<file path="config.mk">
export PLATFORM = sky130hd
export DESIGN_NAME = open_addressing_hash_table_unit
export DESIGN_NICKNAME = d
export VERILOG_FILES = /design/src/rtl/core/oaht_pkg.sv /design/src/rtl/core/oaht_rem.sv /design/src/rtl/core/open_addressing_hash_table_unit.sv
export SDC_FILE = /design/constraint.sdc
export NUM_CORES = 2
export LEC_CHECK = 0
export ABC_AREA = 1
export BUFFER_PORTS_ARGS = -buffer_cell sky130_fd_sc_hd__buf_2
export CAP_MARGIN = 20
export CORE_MARGIN = 2
export CORE_UTILIZATION = 40
export DETAILED_ROUTE_END_ITERATION = 10
export SLEW_MARGIN = 20
export SYNTH_ARGS = -nofsm -noshare
export SYNTH_HDL_FRONTEND = slang
export SYNTH_SLANG_ARGS = --single-unit
</file>
<file path="constraint.sdc">
create_clock -name i_clk -period 4.9 [get_ports i_clk]
set_input_delay 0.735 -clock i_clk [delete_from_list [all_inputs] [get_ports i_clk]]
set_output_delay 0.735 -clock i_clk [all_outputs]
set_load 0.1 [all_outputs]
</file>
<file path="src/rtl/core/oaht_pkg.sv">
// Package for the open-addressing hash table: payload types, codes, states and reset values.
`default_nettype none

package oaht_pkg;

    localparam int SLOTS_DEF = 64;
    localparam int KEY_W     = 31;
    localparam int SLOT_W    = 6;
    localparam int CFG_W     = 7;

    localparam logic [CFG_W-1:0] TABLE_SIZE_RST   = 7'd10;
    localparam logic             PROBE_MODE_RST   = 1'b0;
    localparam logic [CFG_W-1:0] STEP_MODULUS_RST = 7'd11;
    localparam logic [31:0]      EMPTY_MARKER_RST = 32'hFFFF_FFFF;

    typedef enum logic [1:0] {
        REG_TABLE_SIZE   = 2'd0,
        REG_PROBE_MODE   = 2'd1,
        REG_STEP_MODULUS = 2'd2,
        REG_EMPTY_MARKER = 2'd3
    } t_reg_idx;

    typedef enum logic {
        OP_INSERT = 1'b0,
        OP_SEARCH = 1'b1
    } t_opcode;

    typedef enum logic {
        MODE_LINEAR = 1'b0,
        MODE_DOUBLE = 1'b1
    } t_probe_mode;

    typedef enum logic [2:0] {
        S_CLEAR,
        S_IDLE,
        S_HOME,
        S_STEPM,
        S_STEPN,
        S_READ,
        S_CMP
    } t_state;

    typedef struct packed {
        t_opcode          opcode;
        logic [KEY_W-1:0] key;
    } t_in;

    typedef struct packed {
        logic              ok;
        logic [SLOT_W-1:0] slot;
    } t_out;

endpackage

`default_nettype wire

</file>
<file path="src/rtl/core/oaht_rem.sv">
// Bit-serial restoring remainder unit: one dividend bit per cycle.
`default_nettype none

module oaht_rem #(
    parameter int DW = 8
) (
    input  wire logic                      i_clk,
    input  wire logic                      i_rst_n,
    input  wire logic                      i_start,
    input  wire logic [oaht_pkg::KEY_W-1:0] i_dividend,
    input  wire logic [DW-1:0]             i_divisor,
    output logic                           o_done,
    output logic [DW-1:0]                  o_rem
);

    localparam int CW = $clog2(oaht_pkg::KEY_W);

    logic                        r_busy;
    logic                        r_done;
    logic [CW-1:0]               r_cnt;
    logic [DW-1:0]               r_rem;
    logic [DW-1:0]               r_div;
    logic [oaht_pkg::KEY_W-1:0]  r_dvd;
    logic [DW:0]                 trial;
    logic [DW:0]                 diff;
    logic [DW-1:0]               n_rem;

    always_comb begin
        trial = {r_rem, r_dvd[oaht_pkg::KEY_W-1]};
        diff  = trial - {1'b0, r_div};
        if (trial >= {1'b0, r_div}) begin
            n_rem = diff[DW-1:0];
        end else begin
            n_rem = trial[DW-1:0];
        end
    end

    always_ff @(posedge i_clk) begin
        if (!i_rst_n) begin
            r_busy <= 1'b0;
            r_done <= 1'b0;
            r_cnt  <= '0;
        end else begin
            r_done <= 1'b0;
            if (i_start) begin
                r_busy <= 1'b1;
                r_cnt  <= CW'(oaht_pkg::KEY_W - 1);
            end else if (r_busy) begin
                r_cnt <= r_cnt - 1'b1;
                if (r_cnt == '0) begin
                    r_busy <= 1'b0;
                    r_done <= 1'b1;
                end
            end
        end
    end

    always_ff @(posedge i_clk) begin
        if (i_start) begin
            r_rem <= '0;
            r_div <= i_divisor;
            r_dvd <= i_dividend;
        end else if (r_busy) begin
            r_rem <= n_rem;
            r_dvd <= {r_dvd[oaht_pkg::KEY_W-2:0], 1'b0};
        end
    end

    assign o_done = r_done;
    assign o_rem  = r_rem;

endmodule

`default_nettype wire

</file>
<file path="src/rtl/core/open_addressing_hash_table_unit.sv">
// Top level of the open-addressing hash table: APB registers, sequencer and slot memory.
//
// Channel   Signals                         Direction  Transfer
// command   start, busy, i_cmd              in         start high while busy low
// result    o_done, o_result                out        one cycle, o_done high
// config    psel..pwdata, prdata, pready    in/out     APB, pready always high
//
// An item finds the home index (key mod table size clamped to 1..SLOTS, one bit a cycle
// in the shared remainder unit), in double hashing mode then the step in that unit, then
// does a registered memory read and a compare per probe, for up to the clamped size in
// probes. After reset a clearing pass writes the reset empty marker to all SLOTS entries,
// one a cycle, with busy high. The result strobe cannot be held off.
`default_nettype none

module open_addressing_hash_table_unit #(
    parameter int SLOTS = oaht_pkg::SLOTS_DEF
) (
    input  wire logic          i_clk,
    input  wire logic          i_rst_n,
    input  wire logic          start,
    output logic               busy,
    input  wire oaht_pkg::t_in i_cmd,
    output logic               o_done,
    output oaht_pkg::t_out     o_result,
    input  wire logic          psel,
    input  wire logic          penable,
    input  wire logic          pwrite,
    input  wire logic [3:0]    paddr,
    input  wire logic [31:0]   pwdata,
    output logic [31:0]        prdata,
    output logic               pready
);

    localparam int AW = (SLOTS > 1) ? $clog2(SLOTS) : 1;
    localparam int NW = $clog2(SLOTS + 1);
    localparam int DW = (NW > oaht_pkg::CFG_W) ? NW : oaht_pkg::CFG_W;

    // configuration
    logic [oaht_pkg::CFG_W-1:0] r_table_size;
    logic                       r_probe_mode;
    logic [oaht_pkg::CFG_W-1:0] r_step_modulus;
    logic [31:0]                r_empty_marker;
    oaht_pkg::t_reg_idx         reg_idx;
    logic                       cfg_wr;

    assign pready  = 1'b1;
    assign reg_idx = oaht_pkg::t_reg_idx'(paddr[3:2]);
    assign cfg_wr  = psel & penable & pwrite;

    always_ff @(posedge i_clk) begin
        if (!i_rst_n) begin
            r_table_size   <= oaht_pkg::TABLE_SIZE_RST;
            r_probe_mode   <= oaht_pkg::PROBE_MODE_RST;
            r_step_modulus <= oaht_pkg::STEP_MODULUS_RST;
            r_empty_marker <= oaht_pkg::EMPTY_MARKER_RST;
        end else if (cfg_wr) begin
            case (reg_idx)
                oaht_pkg::REG_TABLE_SIZE:   r_table_size   <= pwdata[oaht_pkg::CFG_W-1:0];
                oaht_pkg::REG_PROBE_MODE:   r_probe_mode   <= pwdata[0];
                oaht_pkg::REG_STEP_MODULUS: r_step_modulus <= pwdata[oaht_pkg::CFG_W-1:0];
                oaht_pkg::REG_EMPTY_MARKER: r_empty_marker <= pwdata;
                default: ;
            endcase
        end
    end

    always_comb begin
        case (reg_idx)
            oaht_pkg::REG_TABLE_SIZE:   prdata = 32'(r_table_size);
            oaht_pkg::REG_PROBE_MODE:   prdata = 32'(r_probe_mode);
            oaht_pkg::REG_STEP_MODULUS: prdata = 32'(r_step_modulus);
            oaht_pkg::REG_EMPTY_MARKER: prdata = r_empty_marker;
            default:                    prdata = '0;
        endcase
    end

    // effective size and step modulus
    logic [NW-1:0]              eff_n;
    logic [31:0]                ts_ext;
    logic [oaht_pkg::CFG_W-1:0] eff_m;

    always_comb begin
        ts_ext = 32'(r_table_size);
        if (ts_ext == 32'd0) begin
            eff_n = NW'(1);
        end else if (ts_ext > 32'(SLOTS)) begin
            eff_n = NW'(SLOTS);
        end else begin
            eff_n = ts_ext[NW-1:0];
        end
        eff_m = (r_step_modulus == '0) ? oaht_pkg::CFG_W'(1) : r_step_modulus;
    end

    // item registers and sequencer
    oaht_pkg::t_state           r_state, n_state;
    oaht_pkg::t_opcode          r_op;
    logic [oaht_pkg::KEY_W-1:0] r_key;
    logic [AW-1:0]              r_idx;
    logic [AW-1:0]              r_step;
    logic [NW-1:0]              r_cnt;
    logic [AW-1:0]              r_clr;
    logic                       r_done;
    logic                       r_ok;
    logic [oaht_pkg::SLOT_W-1:0] r_slot;

    logic                       accept;
    logic                       div_start;
    logic [oaht_pkg::KEY_W-1:0] div_dividend;
    logic [DW-1:0]              div_divisor;
    logic                       div_done;
    logic [DW-1:0]              div_rem;

    logic                       mem_we;
    logic [AW-1:0]              mem_addr;
    logic [31:0]                mem_wdata;
    logic [31:0]                r_rdata;
    logic [31:0]                mem [SLOTS];

    logic                       is_empty;
    logic                       is_key;
    logic                       hit;
    logic                       finish;
    logic                       last_probe;
    logic [NW-1:0]              cnt_inc;
    logic [AW:0]                idx_sum;
    logic [AW:0]                idx_wrap;
    logic [AW-1:0]              idx_next;
    logic [7:0]                 step_plus;
    logic [AW-1:0]              lin_step;
    logic [31:0]                idx_ext;

    assign busy   = (r_state != oaht_pkg::S_IDLE);
    assign accept = start & ~busy;

    always_comb begin
        is_empty   = (r_rdata == r_empty_marker);
        is_key     = (r_rdata == {1'b0, r_key});
        hit        = (r_op == oaht_pkg::OP_INSERT) ? is_empty : is_key;
        cnt_inc    = r_cnt + 1'b1;
        last_probe = (cnt_inc == eff_n);
        // a search stops at the first free slot once the key test has failed
        finish     = hit | (r_op == oaht_pkg::OP_SEARCH && is_empty) | last_probe;
        idx_sum    = {1'b0, r_idx} + {1'b0, r_step};
        idx_wrap   = idx_sum - (AW + 1)'(eff_n);
        idx_next   = (32'(idx_sum) >= 32'(eff_n)) ? idx_wrap[AW-1:0] : idx_sum[AW-1:0];
        step_plus  = {1'b0, div_rem[oaht_pkg::CFG_W-1:0]} + 8'd1;
        lin_step   = (eff_n == NW'(1)) ? AW'(0) : AW'(1);
        idx_ext    = 32'(r_idx);
    end

    // next state
    always_comb begin
        n_state = r_state;
        case (r_state)
            oaht_pkg::S_CLEAR: if (r_clr == AW'(SLOTS - 1)) n_state = oaht_pkg::S_IDLE;
            oaht_pkg::S_IDLE:  if (accept) n_state = oaht_pkg::S_HOME;
            oaht_pkg::S_HOME: begin
                if (div_done) begin
                    n_state = (r_probe_mode == oaht_pkg::MODE_DOUBLE) ? oaht_pkg::S_STEPM
                                                                      : oaht_pkg::S_READ;
                end
            end
            oaht_pkg::S_STEPM: if (div_done) n_state = oaht_pkg::S_STEPN;
            oaht_pkg::S_STEPN: if (div_done) n_state = oaht_pkg::S_READ;
            oaht_pkg::S_READ:  n_state = oaht_pkg::S_CMP;
            oaht_pkg::S_CMP:   n_state = finish ? oaht_pkg::S_IDLE : oaht_pkg::S_READ;
            default:           n_state = oaht_pkg::S_IDLE;
        endcase
    end

    // remainder unit and memory control
    always_comb begin
        div_start    = 1'b0;
        div_dividend = i_cmd.key;
        div_divisor  = DW'(eff_n);
        mem_we       = 1'b0;
        mem_addr     = r_idx;
        mem_wdata    = {1'b0, r_key};
        case (r_state)
            oaht_pkg::S_CLEAR: begin
                mem_we    = 1'b1;
                mem_addr  = r_clr;
                mem_wdata = oaht_pkg::EMPTY_MARKER_RST;
            end
            oaht_pkg::S_IDLE: div_start = accept;
            oaht_pkg::S_HOME: begin
                div_start    = div_done && (r_probe_mode == oaht_pkg::MODE_DOUBLE);
                div_dividend = r_key;
                div_divisor  = DW'(eff_m);
            end
            oaht_pkg::S_STEPM: begin
                div_start    = div_done;
                div_dividend = oaht_pkg::KEY_W'(step_plus);
            end
            oaht_pkg::S_CMP: mem_we = (r_op == oaht_pkg::OP_INSERT) && is_empty;
            default: ;
        endcase
    end

    always_ff @(posedge i_clk) begin
        if (!i_rst_n) begin
            r_state <= oaht_pkg::S_CLEAR;
            r_clr   <= '0;
            r_done  <= 1'b0;
        end else begin
            r_state <= n_state;
            r_done  <= 1'b0;
            if (r_state == oaht_pkg::S_CLEAR) r_clr <= r_clr + 1'b1;
            if (r_state == oaht_pkg::S_CMP && finish) r_done <= 1'b1;
        end
    end

    always_ff @(posedge i_clk) begin
        if (accept) begin
            r_op  <= i_cmd.opcode;
            r_key <= i_cmd.key;
            r_cnt <= '0;
        end
        case (r_state)
            oaht_pkg::S_HOME: begin
                if (div_done) begin
                    r_idx  <= div_rem[AW-1:0];
                    r_step <= lin_step;
                end
            end
            oaht_pkg::S_STEPN: if (div_done) r_step <= div_rem[AW-1:0];
            oaht_pkg::S_CMP: begin
                r_cnt <= cnt_inc;
                if (finish) begin
                    r_ok   <= hit;
                    r_slot <= hit ? idx_ext[oaht_pkg::SLOT_W-1:0] : '0;
                end else begin
                    r_idx <= idx_next;
                end
            end
            default: ;
        endcase
    end

    always_ff @(posedge i_clk) begin
        if (mem_we) mem[mem_addr] <= mem_wdata;
        r_rdata <= mem[mem_addr];
    end

    oaht_rem #(
        .DW(DW)
    ) u_rem (
        .i_clk      (i_clk),
        .i_rst_n    (i_rst_n),
        .i_start    (div_start),
        .i_dividend (div_dividend),
        .i_divisor  (div_divisor),
        .o_done     (div_done),
        .o_rem      (div_rem)
    );

    assign o_done   = r_done;
    assign o_result = '{ok: r_ok, slot: r_slot};

endmodule

`default_nettype wire
</file>
**After elaboration in Yosys (flattened, before gate mapping)**

Memory sizes are Yosys's and may differ from the RTL's. A register that Yosys moved wholly into a read port is not among the register bits.
Index checks and enable logic that the tools add are counted.

- Memories kept: 1
- Memory bits (read-only): 0
- Latch bits: 0
- Bits in registers: 167
- RAM bits: 2048
- Output and inout port bits: 42

Memory list:

| name | depth | bits a word | rd ports | clocked after Yosys merged registers in | write ports | RTL line | source |
|---|---|---|---|---|---|---|---|
| mem | 64 | 32 | 1 | 1 | 1 | open_addressing_hash_table_unit.sv:117 | `logic [31:0] mem [SLOTS];` |

- Add/sub/neg operators: 7
- Magnitude comparators: 3
- Shift-type cells: 0
- Multiplexer cells: 40
- $mul: 0
- Div/mod/pow operators: 0
- Bitwise gates (word level): 9
- Equality and inequality tests: 21
- Reductions and logical operators: 23

Operators with widths:

| operator | number |
|---|---|
| $pmux 32 s4 | 1 |
| $mux 31 | 2 |
| $pmux 31 s2 | 1 |
| $mux 7 | 7 |
| $eq 32x31->1 | 1 |
| $eq 32x32->1 | 1 |
| $mux 32 | 1 |
| $mux 6 | 5 |
| $pmux 6 s2 | 2 |
| $mux 3 | 7 |
| $pmux 3 s7 | 1 |
| $logic_not 7->1 | 2 |
| $mux 5 | 2 |
| $reduce_and 2->1 | 5 |
| $eq 3x3->1 const B | 3 |
| $mux 1 | 9 |
| $add 7x1->8 const B | 1 |
| $ge 8x7->1 | 1 |
| $reduce_bool 2->1 | 4 |
| $add 6x6->7 | 1 |
| $add 7x1->7 const B | 1 |
| $eq 7x1->1 const B | 1 |
| $eq 7x7->1 | 1 |
| $ge 7x7->1 | 1 |
| 26 further kinds | 42 |

**Longest topological paths before layout**

- Depth after elaboration: 7
- Depth in mapped cells: 19
- Depth with buffers taken out: 18

**Cells and area by module**

Synthesis repeated with hierarchy kept, for this count alone.

- Cell total of the unflattened synthesis: 7826
- Area, all modules: 90443.0 um2

Modules (own cells, without submodules):

| module | instances | sequential area each (um2) | cells each | area an instance (um2) |
|---|---|---|---|---|
| open_addressing_hash_table_unit | 1 | 65022.4 | 7540 | 87918.1 |
| oaht_rem | 1 | 1421.4 | 286 | 2524.9 |

**Worst setup path after synthesis**

No wires, ideal clock.

- Path type: register to register
- Start point: reg r_state[0]
- End point: reg u_rem.r_dvd[0] (netlist bit), enable pin
- Buffers on the path: 0
- Setup time: 379 ps
- Required time: 4521 ps
- Path slack: 741 ps
- Arrival time: 3780 ps
- Cell stages (with the launch flop): 9
- Path through: dfxtp_1 -> inv_2 -> nor2_1 -> nand2_1 -> nor2_1 -> inv_1 -> nand3_1 -> nor2_1 -> clkinv_1

- Cells in the longest elaborated chain, start to end: 5
- Elaborated cells between the ends (all ways): 8
- Those cells by class: 4 x eq/ne; 1 x mux; 2 x bitwise; 1 x reduce/logical

RTL lines:

| what | RTL line | source |
|---|---|---|
| start, declared | open_addressing_hash_table_unit.sv:95 | `oaht_pkg::t_state r_state, n_state;` |
| start signal, assigned | open_addressing_hash_table_unit.sv:202 | `r_state <= oaht_pkg::S_CLEAR;` |
| start signal, assigned | open_addressing_hash_table_unit.sv:206 | `r_state <= n_state;` |
| $ne 3x1->1 | open_addressing_hash_table_unit.sv:132 | `assign busy = (r_state != oaht_pkg::S_IDLE);` |
| via busy | open_addressing_hash_table_unit.sv:21 | `output logic busy,` |
| $not 1->1 | open_addressing_hash_table_unit.sv:133 | `assign accept = start & ~busy;` |
| $and 1x1->1 | open_addressing_hash_table_unit.sv:133 |  |
| via accept | open_addressing_hash_table_unit.sv:106 | `logic accept;` |
| $pmux 1 s3 | open_addressing_hash_table_unit.sv:179 | `case (r_state)` |
| $reduce_bool 2->1 (no line) | - |  |
| end signal, assigned | oaht_rem.sv:62 | `r_dvd <= i_dividend;` |
| end signal, assigned | oaht_rem.sv:65 | `r_dvd <= {r_dvd[oaht_pkg::KEY_W-2:0], 1'b0};` |
| end, declared | oaht_rem.sv:23 | `logic [oaht_pkg::KEY_W-1:0] r_dvd;` |

The timed path passes the listed nets, and every way through them passes these cells.
A chain may end at the register's enable or synchronous reset.

**Final worst setup path**

- Start point: reg r_state[2]
- End point: reg r_rdata[28] (read register of mem)

- Cells in the longest elaborated chain, start to end: 2

RTL lines:

| what | RTL line | source |
|---|---|---|
| $logic_not 3->1 | open_addressing_hash_table_unit.sv:179 |  |
| $mux 6 | open_addressing_hash_table_unit.sv:179 |  |
| end, declared | open_addressing_hash_table_unit.sv:116 | `logic [31:0] r_rdata;` |

Every way passes these cells.

==> impl_results.md <==
- Top achievable clock speed: 251 MHz
- Peak VDD IR: 0.660 mV
- #FFs+latches synth: 2,247
- Post-Syn Instances: 7,627
- Synth Flop Type: edfxtp_1
- Final setup viols: 0
- Post-DRT Antenna Nets: 0
- FILL cells: between 15,000 and 20,000
- Met1 Usage GRT: 0.347
- R2R depth: 13
- Clk Latency, worst-skew pair: 880 ps
- Top Usage Layer GRT: met2
- Startpoint Class: flop
- Nets: 7,949
- CTS tree: built
- Cell Area, Synth: 0.0898 sq mm
- Gpl congestion: 0.971
- Top-Level Pins: 116
- H-tree depth: 4
- Area delta synth->final: 14.3%
- WP data arrival: 4690 ps
- RSZ-0062 raised after global routing: false
- Synth area leader: edfxtp_1
- Worst-path fanout max: 38
- Initial DRC count: 8,130
- Grt met2 use: 0.377
- Least-Margin Pin Slew: 1170 ps
- Final slew viol count: 0
- Row count: 173
- Static leakage: around 0.037 uW
- Met3 global-route usage: 0.0462
- Final Hold Viols: 0
- Synth unique cells: 47
- Hold buffer count at CTS: 0
- Drt pass-1 iters: 8
- Initial Util: 0.403
- Setup CP Type: flop to flop
- Number of global-route vias before repair: roughly 56,000
- Worst Setup EP: r_rdata[28]$_DFF_P_
- WHS Path Cells: 1
- GR Overflow Total: 0
- Final WL: 286,000 microns
- Clk buf depth: 3
- EDFF count, synth: between 2,000 and 2,500
- Pwr per Cell Area: 688 mW/mm^2
- CTS Buf Count: between 200 and 250
- Post-DR wirelength/cell: 25.9 microns
- Largest net degree at the start of global routing: 135
- Synth top area share: 0.717
- TNS Setup: 0 ps
- Synthesized area per cell: roughly 12 sq um
- Critical path origin: r_state[2]$_SDFFE_PN0P_
- CP required: ~5600 ps
- Port buffer count: 112
- Layout cells sized above 1: 0.102
- Final Cycle Share: 0.812
- # clock sinks: 2,247
- Slew HR: 0.220
- Seq/Total Area, Yosys: 0.739
- Final HPWL from detailed placement: between 150,000 and 200,000 microns
- Initial antenna violation count: 21
- Global Route Usage Sum: 0.245
- Chip width: 478 microns
- Ranking of synthesized cells by area: edfxtp_1, nand2_1, a21oi_1
- Ys Warns: 0
- R2R Path End: r_rdata[28]$_DFF_P_
- Most frequent cells after synthesis: nand2_1, edfxtp_1, nor2_1
- WHS: 62.1 ps
- Vias per inst: 5.43
- Max Cap Violations: 0
- Drc violations: 0
- First-pass GRT wire length: 405,000 microns
- Tmin final: 3980 ps
- Resize count post-CTS: 0
- Clock root buffer: clkbuf_16
- R2R Setup Slk: 920 ps
- Synth async-reset ratio: 0
- Die area: 0.228 sq mm
- Endpoint type of the worst setup path: flop
- Core area: 0.223 sq mm
- Worst hold path type: input pin to flop
- Post-CTS Setup Inserts: 0
- DR vias: around 60,000
- Most instantiated library cell after synthesis: nand2_1
- Die Y: 478 microns
- Reg-to-reg critical path startpoint: r_state[2]$_SDFFE_PN0P_
- Outcome: finished, final reports clean
- Syn nets: just under 8,000
- Clk slew on worst S/H paths: about 60 ps
- Clock Skew: 32.1 ps
-- cells in the final DEF, fill, tap and decap left out, drive strengths merged, types with 29 or more instances in the layout --
cell type	n
nand2	2593
edfxtp	2144
nor2	622
a21oi	606
inv	437
buf	343
clkbuf	284
o21ai	256
nand3	158
clkinv	104
dfxtp	103
a22oi	95
nand4	87
o211ai	34
a31oi	29
-- worst min path at each step --
| stage | from | slack, ps | endpoint |
|---|---|---|---|
| 4_1_cts | i_cmd[22] | 10 | r_key[22]$_DFFE_PP_ |
| 2_1_floorplan | r_clr[2]$_SDFFE_PN0P_ | 410 | r_clr[2]$_SDFFE_PN0P_ |
| 6_report | i_cmd[31] | 60 | r_op$_DFFE_PP_ |
| 3_5_place_dp | r_clr[2]$_SDFFE_PN0P_ | 440 | r_clr[2]$_SDFFE_PN0P_ |
| 5_1_grt | i_cmd[22] | 30 | r_key[22]$_DFFE_PP_ |
| 3_3_place_gp | r_clr[2]$_SDFFE_PN0P_ | 420 | r_clr[2]$_SDFFE_PN0P_ |
-- layout make-up --
type                            instances  area (sq um)  area share
Multi-Input combinational cell       4602         20700       0.202
Clock buffer                          284          5850      0.0569
Tap cell                             2975          3720      0.0362
Sequential cell                      2247         66400       0.647
Antenna cell                           12          30.0    0.000292
Timing Repair Buffer                  343          2980      0.0290
Clock inverter                        129          1330      0.0129
Inverter                              433          1680      0.0163
-- cells by family (layout without fill, tap and decap cells) --
group,after synthesis,count (layout),synth area share
buf+inv,778,1189,0.0372
flops,2247,2247,0.739
other cells,1,13,0.0000417
fa+ha+maj,28,28,0.00415
simple gates,3500,3500,0.153
xor+xnor,23,23,0.00224
compound gates,1050,1050,0.0638
-- worst max-delay path, stage by stage (launching register included) --
cell,delay [ps]
dfxtp_1,410
inv_2,150
nand2_4,190
o21ai_4,620
inv_4,200
nand3_4,130
clkinv_4,280
buf_12,330
nand2_1,90
nand4_1,90
o21ai_1,400
nand2_1,200
nor2_1,550
nand2_1,120
-- state kept, by name, summed over array words and instances (netlist names), 3 cells and up --
signal and flops:
r_idx 6, r_step 6, r_table_size 7, r_step_modulus 7
mem 2048, r_slot 6, r_key 31, u_rem.r_div 7
r_state 3, r_empty_marker 32, u_rem.o_rem 7, u_rem.r_cnt 5
r_cnt 7, r_rdata 32, r_clr 6, u_rem.r_dvd 31
-- per-layer routing --
metal,part of all wire,wire length [microns]
met1,0.41,116000
met2,0.45,128000
met3,0.11,30200
met4,0.040,11400
met5,0.00031,88
-- where the power goes --
group          leakage (uW)  internal (uW)  total [uW]  switching, uW
registers            0.0197          25100       25700            651
clock network       0.00350           9340       16800           7480
logic                0.0139           6210       28200          21900
total                0.0371          40600       70700          30100
-- through the flow --
stage,total power [uW],util,cell area [sq um],worst slack [ps],std cells
after floorplan,40800,-,89800,741,7627
after global placement,53300,0.429,95500,1020,10600
after detailed placement,53700,0.429,95500,1000,10600
after CTS,70400,0.461,103000,978,11000
after global routing,73400,0.461,103000,723,11000
final,70700,0.461,103000,923,11000
Power figures use the tool's default switching activity.
